<file path="src/hw/rtl/fakc_pkg.sv">
// ============================================================================
// Fire alarm keypad controller package
// Shared types, register map codes, key codes and reset values.
// ============================================================================
package fakc_pkg;

    localparam int CODE_MAX_DEF = 8;

    localparam int TEMP_W  = 10;
    localparam int SMOKE_W = 10;
    localparam int KEY_W   = 8;
    localparam int SCALE_W = 7;
    localparam int CNT_W   = 4;
    localparam int CODE_W  = 64;
    localparam int LEN_W   = 4;

    // Register map, indexed by paddr[5:3].
    localparam logic [2:0] REG_HEAT_HIGH   = 3'd0;
    localparam logic [2:0] REG_HEAT_LOW    = 3'd1;
    localparam logic [2:0] REG_SMOKE_LIMIT = 3'd2;
    localparam logic [2:0] REG_UNLOCK_CODE = 3'd3;
    localparam logic [2:0] REG_CODE_LENGTH = 3'd4;

    localparam logic [TEMP_W-1:0]  HEAT_HIGH_RST   = 10'd50;
    localparam logic [TEMP_W-1:0]  HEAT_LOW_RST    = 10'd40;
    localparam logic [SCALE_W-1:0] SMOKE_LIMIT_RST = 7'd50;
    localparam logic [CODE_W-1:0]  UNLOCK_CODE_RST = 64'd228509037105;
    localparam logic [LEN_W-1:0]   CODE_LENGTH_RST = 4'd5;

    localparam logic [KEY_W-1:0] KEY_CLEAR  = 8'h63;
    localparam logic [KEY_W-1:0] KEY_SUBMIT = 8'h3D;

    // x / 10 == (x * 205) >> 11 for every 10-bit x.
    localparam logic [7:0] DIV10_MUL   = 8'd205;
    localparam int         DIV10_SHIFT = 11;

    typedef enum logic [1:0] {
        MODE_FINE = 2'd0,
        MODE_HEAT = 2'd1,
        MODE_FIRE = 2'd2
    } t_mode;

    typedef enum logic [1:0] {
        UNLOCK_NONE = 2'd0,
        UNLOCK_OK   = 2'd1,
        UNLOCK_BAD  = 2'd2
    } t_unlock;

    typedef struct packed {
        logic [TEMP_W-1:0]  heat_high;
        logic [TEMP_W-1:0]  heat_low;
        logic [SCALE_W-1:0] smoke_limit;
        logic [CODE_W-1:0]  unlock_code;
        logic [LEN_W-1:0]   code_length;
    } t_cfg;

    typedef struct packed {
        logic [TEMP_W-1:0]  temperature;
        logic [SMOKE_W-1:0] smoke_raw;
        logic               key_valid;
        logic [KEY_W-1:0]   key_code;
    } t_item;

    typedef struct packed {
        t_mode              alarm_state;
        logic               fine_led;
        logic               heat_led;
        logic               red_led;
        logic               fan_on;
        t_unlock            unlock_result;
        logic [CNT_W-1:0]   keys_entered;
        logic [SCALE_W-1:0] smoke_scaled;
    } t_result;

endpackage

</file>
<file path="src/hw/rtl/fakc_cfg.sv">
// ============================================================================
// Configuration registers
// APB-style register file holding thresholds and the unlock code.
// ============================================================================
module fakc_cfg (
    input  logic                i_clk,
    input  logic                i_rst_n,
    input  logic                psel,
    input  logic                penable,
    input  logic                pwrite,
    input  logic [5:0]          paddr,
    input  logic [63:0]         pwdata,
    output logic [63:0]         prdata,
    output logic                pready,
    output fakc_pkg::t_cfg      o_cfg
);

    fakc_pkg::t_cfg r_cfg;
    logic [2:0]     reg_idx;
    logic           wr_en;

    assign pready  = 1'b1;
    assign reg_idx = paddr[5:3];
    assign wr_en   = psel && penable && pwrite && pready;

    always_ff @(posedge i_clk) begin
        if (!i_rst_n) begin
            r_cfg.heat_high   <= fakc_pkg::HEAT_HIGH_RST;
            r_cfg.heat_low    <= fakc_pkg::HEAT_LOW_RST;
            r_cfg.smoke_limit <= fakc_pkg::SMOKE_LIMIT_RST;
            r_cfg.unlock_code <= fakc_pkg::UNLOCK_CODE_RST;
            r_cfg.code_length <= fakc_pkg::CODE_LENGTH_RST;
        end else if (wr_en) begin
            case (reg_idx)
                fakc_pkg::REG_HEAT_HIGH:   r_cfg.heat_high   <= pwdata[9:0];
                fakc_pkg::REG_HEAT_LOW:    r_cfg.heat_low    <= pwdata[9:0];
                fakc_pkg::REG_SMOKE_LIMIT: r_cfg.smoke_limit <= pwdata[6:0];
                fakc_pkg::REG_UNLOCK_CODE: r_cfg.unlock_code <= pwdata;
                fakc_pkg::REG_CODE_LENGTH: r_cfg.code_length <= pwdata[3:0];
                default: begin
                end
            endcase
        end
    end

    always_comb begin
        case (reg_idx)
            fakc_pkg::REG_HEAT_HIGH:   prdata = 64'(r_cfg.heat_high);
            fakc_pkg::REG_HEAT_LOW:    prdata = 64'(r_cfg.heat_low);
            fakc_pkg::REG_SMOKE_LIMIT: prdata = 64'(r_cfg.smoke_limit);
            fakc_pkg::REG_UNLOCK_CODE: prdata = r_cfg.unlock_code;
            fakc_pkg::REG_CODE_LENGTH: prdata = 64'(r_cfg.code_length);
            default:                   prdata = '0;
        endcase
    end

    assign o_cfg = r_cfg;

endmodule

</file>
<file path="src/hw/rtl/fakc_core.sv">
// ============================================================================
// Alarm core
// Mode register, code entry buffer and the single-pass update for one item.
// ============================================================================
module fakc_core #(
    parameter int CODE_MAX = fakc_pkg::CODE_MAX_DEF
) (
    input  logic                i_clk,
    input  logic                i_rst_n,
    input  logic                i_step,
    input  fakc_pkg::t_item     i_item,
    input  fakc_pkg::t_cfg      i_cfg,
    output fakc_pkg::t_result   o_result
);

    localparam int CW = $clog2(CODE_MAX + 1);
    localparam int IW = (CODE_MAX > 1) ? $clog2(CODE_MAX) : 1;

    fakc_pkg::t_mode   r_mode;
    fakc_pkg::t_mode   n_mode;
    fakc_pkg::t_mode   mode_temp;
    fakc_pkg::t_mode   mode_shown;
    fakc_pkg::t_unlock unlock;
    logic [CW-1:0]     r_count;
    logic [CW-1:0]     n_count;
    logic [7:0]        r_buf [CODE_MAX];
    logic              buf_we;
    logic [17:0]       smoke_prod;
    logic [6:0]        smoke_div;
    logic [6:0]        scaled;
    logic              match;

    assign smoke_prod = i_item.smoke_raw * fakc_pkg::DIV10_MUL;
    assign smoke_div  = smoke_prod[17:fakc_pkg::DIV10_SHIFT];

    // Only the characters typed since the last clear or submit take part in the compare.
    always_comb begin
        match = (fakc_pkg::LEN_W'(r_count) == i_cfg.code_length) &&
                (i_cfg.code_length <= fakc_pkg::LEN_W'(CODE_MAX));
        for (int i = 0; i < CODE_MAX; i++) begin
            if ((CW'(i) < r_count) && (r_buf[i] != i_cfg.unlock_code[8*i +: 8])) begin
                match = 1'b0;
            end
        end
    end

    // Next state.
    always_comb begin
        mode_temp = r_mode;
        if (r_mode != fakc_pkg::MODE_FIRE) begin
            if (i_item.temperature >= i_cfg.heat_high) begin
                mode_temp = fakc_pkg::MODE_HEAT;
            end else if (i_item.temperature < i_cfg.heat_low) begin
                mode_temp = fakc_pkg::MODE_FINE;
            end
        end

        scaled     = '0;
        mode_shown = mode_temp;
        if (mode_temp != fakc_pkg::MODE_FINE) begin
            scaled = smoke_div;
            if (smoke_div >= i_cfg.smoke_limit) begin
                mode_shown = fakc_pkg::MODE_FIRE;
            end
        end

        n_mode  = mode_shown;
        n_count = r_count;
        unlock  = fakc_pkg::UNLOCK_NONE;
        buf_we  = 1'b0;
        if (mode_shown == fakc_pkg::MODE_FIRE && i_item.key_valid) begin
            if (i_item.key_code == fakc_pkg::KEY_CLEAR) begin
                n_count = '0;
            end else if (i_item.key_code == fakc_pkg::KEY_SUBMIT) begin
                n_count = '0;
                if (match) begin
                    unlock = fakc_pkg::UNLOCK_OK;
                    n_mode = fakc_pkg::MODE_FINE;
                end else begin
                    unlock = fakc_pkg::UNLOCK_BAD;
                end
            end else if (r_count < CW'(CODE_MAX)) begin
                buf_we  = 1'b1;
                n_count = CW'(r_count + CW'(1));
            end
        end
    end

    // Result decode.
    always_comb begin
        o_result.alarm_state   = mode_shown;
        o_result.fine_led      = (mode_shown == fakc_pkg::MODE_FINE);
        o_result.heat_led      = (mode_shown == fakc_pkg::MODE_HEAT);
        o_result.red_led       = (mode_shown == fakc_pkg::MODE_FIRE);
        o_result.fan_on        = (mode_shown == fakc_pkg::MODE_FIRE);
        o_result.unlock_result = unlock;
        o_result.keys_entered  = fakc_pkg::CNT_W'(n_count);
        o_result.smoke_scaled  = scaled;
    end

    always_ff @(posedge i_clk) begin
        if (!i_rst_n) begin
            r_mode  <= fakc_pkg::MODE_FINE;
            r_count <= '0;
        end else if (i_step) begin
            r_mode  <= n_mode;
            r_count <= n_count;
        end
    end

    always_ff @(posedge i_clk) begin
        if (i_step && buf_we) begin
            r_buf[r_count[IW-1:0]] <= i_item.key_code;
        end
    end

`ifndef SYNTHESIS
    a_count_bound: assert property (@(posedge i_clk) disable iff (!i_rst_n)
        r_count <= CW'(CODE_MAX))
        else $error("entry count beyond buffer size");

    a_count_only_in_fire: assert property (@(posedge i_clk) disable iff (!i_rst_n)
        r_mode != fakc_pkg::MODE_FIRE |-> r_count == '0)
        else $error("characters held outside the fire state");

    a_unlock_to_fine: assert property (@(posedge i_clk) disable iff (!i_rst_n)
        i_step && unlock == fakc_pkg::UNLOCK_OK |=> r_mode == fakc_pkg::MODE_FINE)
        else $error("accepted code did not return to fine");

    a_hold_without_step: assert property (@(posedge i_clk) disable iff (!i_rst_n)
        !i_step |=> $stable(r_mode) && $stable(r_count))
        else $error("state changed without an item");
`endif

endmodule

</file>
<file path="src/hw/rtl/fire_alarm_keypad_controller.sv">
// ============================================================================
// Fire alarm keypad controller
// Temperature hysteresis, smoke latch and keypad unlock, one item per tick.
// ============================================================================
// Usage:
//   The slave stream carries one tick per item: tdata holds temperature,
//   smoke reading and key code, tuser flags a valid key press. The master
//   stream returns one result item per input item, in order.
//   An accepted item sits in an input register; once the result register
//   is empty or draining, it is evaluated against the alarm state and the
//   result register is loaded, and the master side offers it from there.
//   Throughput is one item per cycle: the whole update is a single pass
//   through the core, and o_s_axis_tready stays high as long as the
//   result register drains or is empty.
//   When the receiver stalls, the result is held, the pending input item
//   waits in the input register, and tready drops only then.
//   Reset brings the state to fine with no characters entered and loads the
//   register defaults; the APB port should be written only while no item
//   is in flight.
// ============================================================================
module fire_alarm_keypad_controller #(
    parameter int CODE_MAX = fakc_pkg::CODE_MAX_DEF
) (
    input  logic        i_clk,
    input  logic        i_rst_n,
    input  logic        i_s_axis_tvalid,
    output logic        o_s_axis_tready,
    // [9:0] temperature, [19:10] smoke_raw, [27:20] key_code, [31:28] zero
    input  logic [31:0] i_s_axis_tdata,
    // [0] key_valid
    input  logic        i_s_axis_tuser,
    output logic        o_m_axis_tvalid,
    input  logic        i_m_axis_tready,
    // [1:0] alarm_state, [2] fine_led, [3] heat_led, [4] red_led,
    // [5] fan_on, [7:6] unlock_result, [11:8] keys_entered,
    // [18:12] smoke_scaled, [23:19] zero
    output logic [23:0] o_m_axis_tdata,
    input  logic        psel,
    input  logic        penable,
    input  logic        pwrite,
    input  logic [5:0]  paddr,
    input  logic [63:0] pwdata,
    output logic [63:0] prdata,
    output logic        pready
);

    fakc_pkg::t_cfg    cfg;
    fakc_pkg::t_item   r_in;
    fakc_pkg::t_result r_out;
    fakc_pkg::t_result result;
    logic              r_in_valid;
    logic              r_out_valid;
    logic              step;
    logic              in_take;

    assign step            = r_in_valid && (!r_out_valid || i_m_axis_tready);
    assign o_s_axis_tready = !r_in_valid || step;
    assign in_take         = i_s_axis_tvalid && o_s_axis_tready;

    fakc_cfg u_cfg (
        .i_clk   (i_clk),
        .i_rst_n (i_rst_n),
        .psel    (psel),
        .penable (penable),
        .pwrite  (pwrite),
        .paddr   (paddr),
        .pwdata  (pwdata),
        .prdata  (prdata),
        .pready  (pready),
        .o_cfg   (cfg)
    );

    fakc_core #(
        .CODE_MAX (CODE_MAX)
    ) u_core (
        .i_clk    (i_clk),
        .i_rst_n  (i_rst_n),
        .i_step   (step),
        .i_item   (r_in),
        .i_cfg    (cfg),
        .o_result (result)
    );

    always_ff @(posedge i_clk) begin
        if (!i_rst_n) begin
            r_in_valid  <= 1'b0;
            r_out_valid <= 1'b0;
        end else begin
            if (in_take) begin
                r_in_valid <= 1'b1;
            end else if (step) begin
                r_in_valid <= 1'b0;
            end
            if (step) begin
                r_out_valid <= 1'b1;
            end else if (i_m_axis_tready) begin
                r_out_valid <= 1'b0;
            end
        end
    end

    always_ff @(posedge i_clk) begin
        if (in_take) begin
            r_in.temperature <= i_s_axis_tdata[9:0];
            r_in.smoke_raw   <= i_s_axis_tdata[19:10];
            r_in.key_code    <= i_s_axis_tdata[27:20];
            r_in.key_valid   <= i_s_axis_tuser;
        end
        if (step) begin
            r_out <= result;
        end
    end

    assign o_m_axis_tvalid = r_out_valid;
    assign o_m_axis_tdata  = {5'd0, r_out.smoke_scaled, r_out.keys_entered,
                              r_out.unlock_result, r_out.fan_on, r_out.red_led,
                              r_out.heat_led, r_out.fine_led, r_out.alarm_state};

endmodule

</file>
<file path="config.mk">
export PLATFORM = sky130hd
export DESIGN_NAME = fire_alarm_keypad_controller
export DESIGN_NICKNAME = d
export VERILOG_FILES = /design/src/hw/rtl/fakc_pkg.sv /design/src/hw/rtl/fakc_cfg.sv /design/src/hw/rtl/fakc_core.sv /design/src/hw/rtl/fire_alarm_keypad_controller.sv
export SDC_FILE = /design/constraint.sdc
export NUM_CORES = 1
export LEC_CHECK = 0
export ABC_CLOCK_PERIOD_IN_PS = 17250
export BUFFER_PORTS_ARGS = -buffer_cell sky130_fd_sc_hd__buf_2
export CORE_MARGIN = 3
export CORE_UTILIZATION = 30
export DETAILED_ROUTE_END_ITERATION = 8
export GPL_TIMING_DRIVEN = 0
export PLACE_DENSITY = 0.45
export SLEW_MARGIN = 15
export SYNTH_ARGS = -nofsm -noshare
export SYNTH_HDL_FRONTEND = slang
export SYNTH_HIERARCHICAL = 1
export SYNTH_SLANG_ARGS = --single-unit
</file>
<file path="constraint.sdc">
create_clock -name i_clk -period 17.25 [get_ports i_clk]
set_input_delay 1.725 -clock i_clk [delete_from_list [all_inputs] [get_ports i_clk]]
set_output_delay 1.725 -clock i_clk [all_outputs]
set_load 0.02 [all_outputs]
</file>
==> results.md, run 1 <==
* Slew HR at 37.1%
* Clock Sinks at 215
* Switching portion of total power at 27.7%
* Final period util at 39.7%
* Top FF cell, synth: edfxtp_1
* Die H at 201 um
* CP max-delay cell: nor4b_2
* Crit path cell chain: ha_1 > inv_1 > fa_1 > inv_1 > fa_1 > inv_1 > fa_1 > inv_1 > ha_1 > o21a_1 > o21ai_0 > o21ai_2 > a311oi_2 > nor2_1 > xnor2_1 > ha_1 > a21o_1 > a31oi_1 > o21ai_1 > o21a_2 > o21a_4 > nand4b_2 > nor4b_2
* Period minus WS final at 6.84 ns
* Share of cells above drive strength 1 at 23.3%
* Setup TNS at 0 ns
* Distinct cell type count after synthesis at 75
* WP data required at 17.40 ns
* Post-Route WL at 34200 um
* Total power at 1470 uW
* Num ports at 201
* Area leader, netlist: edfxtp_1
* Worst-Margin Slew at 0.940 ns
* Htree depth at 1
* Final core utilization at 38.0%
* IO Port Bufs at 186
* WL per Instance at 18.9 um
* Synth Instances at 1064
* Area delta synth->final at 23.2%
* Number of flops mapped to enable cells by yosys at 112
* Final setup fails at 0
* WP data arrival at 6.99 ns
* Via total after detailed routing at 8381
* Chip width at 201 um
* Hold Path Class: reg -> reg
* Core Region at 37100 sq um
* Yosys reg bits at 215
* Warnings from Yosys at 6
* DR iter-0 viols at 367
* Setup Skew at 0.0166 ns
* CTS Buffer Depth at 3
* Root buf cell: clkbuf_16
* Syn_area_per_cell at 10.8 sq um
* Synth async-reset ratio at 0%
* DP Area at 13100 sq um
* Status: complete, no violations
* Cell Area, Synth at 11500 sq um
* Logic pwr share at 19.1%
* CP endpoint kind: flop
* Share of power burned in the clock network at 41.8%
* RSZ-0062 raised after global routing: false
* Vias in the first global route at 8504
* Switching power at 406 uW
* Initial antenna violation count at 1
* Maximum vdd drop at 0.0713 mV
* Critical Path Max Stage Delay at 0.93 ns
* Global-route wire length before repair at 52100 um
* Residual DRC count at 0
* Total track usage at 16.5%
* Static Leak at 0.00584 uW
* Worst-path clk slew at 0.06 ns
* Clk_lat worst skew at 0.54 ns
* Crit start category: flop
* Gp weighted congestion at 0.784
* Yosys top cell area share at 29.4%
* CTS tree: built
* Row count at 70
* Internal power at 1060 uW
* TritonRoute pass-1 iters at 5
* Post-DP HPWL at 26300 um
* Post-CTS Resized at 0
* Sequential area share after synthesis at 47.4%
* Starting Density at 30.9%
* Setup Buffers After CTS at 0
* Post-route cell area at 14100 sq um
* # hold bufs at CTS at 0
* Crit-path max FO at 8
* Worst Setup Path Type: reg -> reg
* Die area at 40600 sq um
* Final Max Slew Viols at 0
* P per Cell Area at 104 nW/um^2
* Area contributors post-synth: edfxtp_1, dfxtp_1, ha_1
* DRT antenna net count at 0
* FMAX at 0.146 GHz
* Final hold viol count at 0
* Gr ovfl total at 0
* Largest net degree at the start of global routing at 26
* CTS Buf Count at 26
* Layout Nets at 1490
* CP most frequent cell: inv_1
* Sequential share of power at 39.1%
* DP Cell Count at 1763
* Vias per cell at 4.63
* Max Cap Viol at 0
* Fin cells at 1812
sequential cells by signal (all words and copies together), names as in the netlist:
signal,count
u_core/r_count,4
o_m_axis_tdata,19
r_in,29
u_core/r_buf,64
u_core/r_mode,2
u_cfg/o_cfg,95
r_in_valid,1
o_m_axis_tvalid,1
layout by cell type, fill, tap and decap left out, drive strengths merged, types with 10 or more instances in the layout:
| cell type | count |
|---|---|
| and2 | 58 |
| dfxtp | 103 |
| nor2 | 29 |
| nand3 | 42 |
| inv | 77 |
| xor2 | 45 |
| nand4 | 11 |
| mux2i | 77 |
| ha | 77 |
| clkbuf | 59 |
| o21ai | 33 |
| nor2b | 25 |
| nor4 | 18 |
| xnor2 | 30 |
| fa | 16 |
| buf | 216 |
| nand2 | 142 |
| a22oi | 10 |
| a21oi | 14 |
| edfxtp | 112 |
cells in the mapped netlist (3+ instances only):
library cell and n:
nand3b_1 3, a22oi_1 10, clkbuf_1 26, a21oi_1 12, xnor2_1 30, dfxtp_1 103
ha_1 77, o21ai_0 24, and2_1 57, nor4_1 17, nor2_1 27, a21o_1 4
o21a_1 7, nand2_1 140, buf_2 8, inv_1 77, a2bb2oi_1 3, o21ai_1 8
mux4_2 3, nand4b_1 4, xor2_1 45, nor2b_1 24, fa_1 16, nand3_1 42
edfxtp_1 112, mux2_2 4, nor3_1 6, o211ai_1 7, nand4_1 11, buf_4 14
mux2i_1 77, nor3_2 3, o31ai_1 4, o22ai_1 8
layer usage:
metal / vias up / wire length (um) / global-route usage (%)
met4: 0 / 586 / 2.99
met3: 38 / 1640 / 2.48
met5: - / 0 / 0
li1: 4133 / - / -
met2: 207 / 16300 / 27.9
met1: 4003 / 15800 / 22.9
area by class of cell:
class / instances / area, sq um
Sequential cell: 215 / 5430
Antenna cell: 1 / 2.50
Fill cell: 3781 / 23000
Buffer: 52 / 269
Timing Repair Buffer: 191 / 981
Multi-Input combinational cell: 724 / 5540
Clock inverter: 16 / 223
Inverter: 77 / 289
Tap cell: 504 / 631
Clock buffer: 32 / 756
worst max-delay path: cells and delay by family (launching register included):
family          cells  cell delay (ns)
buf+inv             4             0.21
fa+ha+maj           6             2.53
compound gates      9             1.75
simple gates        3             1.35
xor+xnor            1             0.18
flops               1             0.43
final timing paths:
check / from / end / slack (ns) / depth (start not counted)
min: u_cfg/o_cfg[94] / u_cfg/o_cfg[94] / 0.48 / 2
max reg2reg: r_in[11] / u_core/r_buf[4][6] / 10.41 / 23
max: r_in[11] / u_core/r_buf[4][6] / 10.41 / 23
min reg2reg: u_cfg/o_cfg[94] / u_cfg/o_cfg[94] / 0.48 / 2
power groups by stage:
stage | logic [uW] | clock network (uW) | registers (uW)
floorplan | 189 | 0 | 588
global placement | 281 | 0 | 587
detailed placement | 283 | 0 | 585
finish | 280 | 613 | 574
global route | 322 | 651 | 576
CTS | 287 | 631 | 575
through the flow:
| stage | worst slack (ns) | hold slack, ns |
|---|---|---|
| 3_5_place_dp | 10.29 | 0.472 |
| 6_report | 10.41 | 0.480 |
| 3_3_place_gp | 9.88 | 0.460 |
| 4_1_cts | 10.27 | 0.484 |
| 5_1_grt | 9.89 | 0.501 |
| 2_1_floorplan | 11.06 | 0.445 |
cells by family after synthesis:
family                   after synthesis  share of synthesized area [%]
AND/OR/NAND/NOR                      357                           16.4
XOR/XNOR                              75                           5.73
buffers and inverters                129                           4.87
multiplexers                          84                           7.71
other                                  2                         0.0655
flip-flops                           215                           47.4
adder cells (fa/ha/maj)               93                           11.2
AO/OA/AOI/OAI                        109                           6.64
Note: power is estimated with default switching activity, not from simulation.
==> inputs of run 2 (changes only) <==
ABC_CLOCK_PERIOD_IN_PS = 6350   (was 17250)
clock period = 6.35 ns   (was 17.25 ns; I/O delays follow)
==> run 2 against run 1 <==
Effect of this change: register-to-register slack lost 10 ns; count of clock-buffer cells in the layout is the same; maximum frequency grew 13%; sequential power rose to 2.7 times the previous value; power rose to 2.8 times the previous value; flip-flop and latch count did not move; sequential share of layout area is 0.58 points lower; clock skew fell by 0.0029 ns; largest power group unchanged; critical path depth unchanged; setup slack worse by 10 ns; routed wire length rose by 0.57%; utilization is 0.58 points higher.
==> results.md, run 2 (synthesis gave the netlist of run 1 again) <==
* DRT antenna net count at 0 (unchanged)
* Slew HR at 35.4% (was 37.1%)
* Path depth of the worst reg2reg path at 23 (unchanged)
* # hold bufs at CTS at 0 (unchanged)
* Buf+Inv Stages, Crit Path at 3 (was 4)
* Layout Nets at 1503 (was 1490)
* CP endpoint kind: flop (unchanged)
* CP most frequent cell: ha_1 (was inv_1)
* Vias per cell at 4.61 (was 4.63)
* FMAX at 0.165 GHz (was 0.146 GHz)
* Post-route cell area at 14300 sq um (was 14100 sq um)
* CP max-delay cell: fa_1 (was nor4b_2)
* Starting Density at 30.9% (unchanged)
* Worst-Margin Slew at 0.965 ns (was 0.940 ns)
* Hold Path Class: in -> reg (was reg -> reg)
* CTS Buf Count at 26 (unchanged)
* Die H at 201 um (unchanged)
* Global-route wire length before repair at 52200 um (was 52100 um)
* Max Cap Viol at 0 (unchanged)
* Share of cells above drive strength 1 at 24.5% (was 23.3%)
* CTS Buffer Depth at 3 (unchanged)
* Worst-path clk slew at 0.06 ns (about the same)
* Min-delay src: i_s_axis_tdata[3] (was u_cfg/o_cfg[94])
* P per Cell Area at 282 nW/um^2 (was 104 nW/um^2)
* Final period util at 95.4% (was 39.7%)
* Sequential share of power at 38.5% (was 39.1%)
* Commonest non-fill, non-tap cells in the layout: buf_2, nand2_1, edfxtp_1 (unchanged)
* Core Region at 37100 sq um (unchanged)
* Status: complete, no violations (unchanged)
* Root buf cell: clkbuf_16 (unchanged)
* Worst hold endpoint: r_in[22] (was u_cfg/o_cfg[94])
* WP data arrival at 6.30 ns (was 6.99 ns)
* TritonRoute pass-1 iters at 5 (unchanged)
* Htree depth at 1 (unchanged)
* Share of power burned in the clock network at 41.1% (was 41.8%)
* Worst Setup Path Type: reg -> reg (unchanged)
* Vias in the first global route at 8566 (was 8504)
* DP Area at 13100 sq um (unchanged)
* Crit start category: flop (unchanged)
* PnR worst setup slack at 0.292 ns (was 10.41 ns)
* CTS tree: built (unchanged)
* Switching portion of total power at 27.9% (was 27.7%)
* Cell family with most CP delay: adder cells (unchanged)
* IO Port Bufs at 186 (unchanged)
* Die area at 40600 sq um (unchanged)
* Worst hold stages at 1 (was 2)
* Chip width at 201 um (unchanged)
* Gr ovfl total at 0 (unchanged)
* Static Leak at 0.00592 uW (was 0.00584 uW)
* Initial antenna violation count at 1 (unchanged)
* Post-Route WL at 34400 um (was 34200 um)
* Num ports at 201 (unchanged)
* Switching power at 1130 uW (was 406 uW)
* Clock Sinks at 215 (unchanged)
* Critical Path Max Stage Delay at 0.48 ns (was 0.93 ns)
* Final hold viol count at 0 (unchanged)
* Most common cell after layout, fill and taps aside: buf_2 (unchanged)
* Crit path cell chain: buf_4 > ha_1 > ha_1 > ha_1 > fa_1 > ha_1 > a21oi_1 > o21ai_1 > a2111oi_4 > o21ai_2 > a311oi_2 > nor2_1 > xnor2_2 > ha_1 > a21o_1 > a31oi_1 > o21ai_2 > o21a_4 > o21a_4 > nand4b_4 > buf_4 > nor4_4 > buf_2 (was ha_1 > inv_1 > fa_1 > inv_1 > fa_1 > inv_1 > fa_1 > inv_1 > ha_1 > o21a_1 > o21ai_0 > o21ai_2 > a311oi_2 > nor2_1 > xnor2_1 > ha_1 > a21o_1 > a31oi_1 > o21ai_1 > o21a_2 > o21a_4 > nand4b_2 > nor4b_2)
* Total track usage at 16.6% (was 16.5%)
* Fill cells at 3775 (was 3781)
* Logic pwr share at 20.3% (was 19.1%)
* Row count at 70 (unchanged)
* Internal reg-to-reg setup slack at 0.29 ns (was 10.41 ns)
* Period minus WS final at 6.06 ns (was 6.84 ns)
* Maximum vdd drop at 0.192 mV (was 0.0713 mV)
* Post-DP HPWL at 26300 um (unchanged)
* Gp weighted congestion at 0.784 (unchanged)
* Worst slack, placed at -0.609 ns (was 10.29 ns)
* Setup Skew at 0.0138 ns (was 0.0166 ns)
* Residual DRC count at 0 (unchanged)
* Area of the multi-input gates at 5660 sq um (was 5540 sq um)
* Area delta synth->final at 25.1% (was 23.2%)
* Register area at 5430 sq um (unchanged)
* Max reg flops at 95 (unchanged)
* Clk_lat worst skew at 0.54 ns (about the same)
* Via total after detailed routing at 8414 (was 8381)
* FF-to-FF End: u_core/r_buf[1][6] (was u_core/r_buf[4][6])
* DR iter-0 viols at 359 (was 367)
* WL per Instance at 18.9 um (about the same)
* Crit-path max FO at 6 (was 8)
* Final setup fails at 0 (unchanged)
* Largest net degree at the start of global routing at 26 (unchanged)
* Final Max Slew Viols at 0 (unchanged)
* Internal power at 2920 uW (was 1060 uW)
* Reg-to-reg startpoint: r_in[12] (was r_in[11])
* WP data required at 6.59 ns (was 17.40 ns)
run 2: timing repair:
item                                    CTS  global route
buffers inserted                          5             8
endpoints found under the setup margin   62            62
resized for setup                        12             9
pin swaps                                 2             7
run 2: cell type report:
type	count	share of cell area [%]
multi-input combinational	724	39.5
sequential	215	37.8
timing repair buffer	204	7.57
clock buffer	32	5.27
tap	504	4.40
inverter	77	2.02
buffer	52	1.88
clock inverter	16	1.55
antenna	1	0.0175
run 2: metrics by stage:
step           cells  setup TNS (ns)  total power [uW]  utilization (%)  hold slack, ns
6_report        1825               0              4050             38.6           0.266
4_1_cts         1816               0              4070             38.3           0.235
3_5_place_dp    1763          -20.08              2360             35.4           0.472
3_3_place_gp    1758          -44.41              2360             35.1           0.460
5_1_grt         1824          -0.289              4270             38.6           0.252
2_1_floorplan   1068               0              2110                -           0.445
run 2: worst reg2reg max path, stage by stage, from the launching register on:
cell and delay [ns]:
edfxtp_1 0.46, buf_4 0.18, ha_1 0.32, ha_1 0.29, ha_1 0.30, fa_1 0.48
ha_1 0.32, a21oi_1 0.12, o21ai_1 0.13, a2111oi_4 0.44, o21ai_2 0.13, a311oi_2 0.34
nor2_1 0.13, xnor2_2 0.18, ha_1 0.31, a21o_1 0.11, a31oi_1 0.04, o21ai_2 0.21
o21a_4 0.20, o21a_4 0.17, nand4b_4 0.17, buf_4 0.23, nor4_4 0.23, buf_2 0.26
run 2: metal layers:
| layer | share of wire [%] | global-route usage [%] | up-vias |
|---|---|---|---|
| li1 | - | - | 4160 |
| met1 | 47 | 22.8 | 4005 |
| met2 | 47 | 27.9 | 208 |
| met3 | 4.3 | 2.56 | 41 |
| met4 | 1.9 | 3.24 | 0 |
| met5 | 0 | 0 | - |
run 2: power by group through the flow:
stage | Sequential [uW] | Clock, uW | Combinational [uW]
final | 1560 | 1670 | 823
after global routing | 1560 | 1770 | 938
after CTS | 1560 | 1710 | 796
after detailed placement | 1590 | 0 | 768
after global placement | 1590 | 0 | 764
after floorplan | 1600 | 0 | 513
run 2: worst max path at each step:
| stage | cells after the start | endpoint | slack [ns] | from |
|---|---|---|---|---|
| final | 23 | u_core/r_buf[1][6] | 0.29 | r_in[12] |
| after global routing | 25 | u_core/r_buf[3][3] | -0.02 | r_in[12] |
| after CTS | 24 | u_core/r_buf[5][3] | 0.01 | r_in[12] |
| after detailed placement | 23 | u_core/r_buf[5][0] | -0.61 | r_in[12] |
| after global placement | 23 | u_core/r_buf[2][4] | -1.02 | r_in[11] |
| after floorplan | 23 | u_core/r_buf[0][0] | 0.16 | r_in[12] |
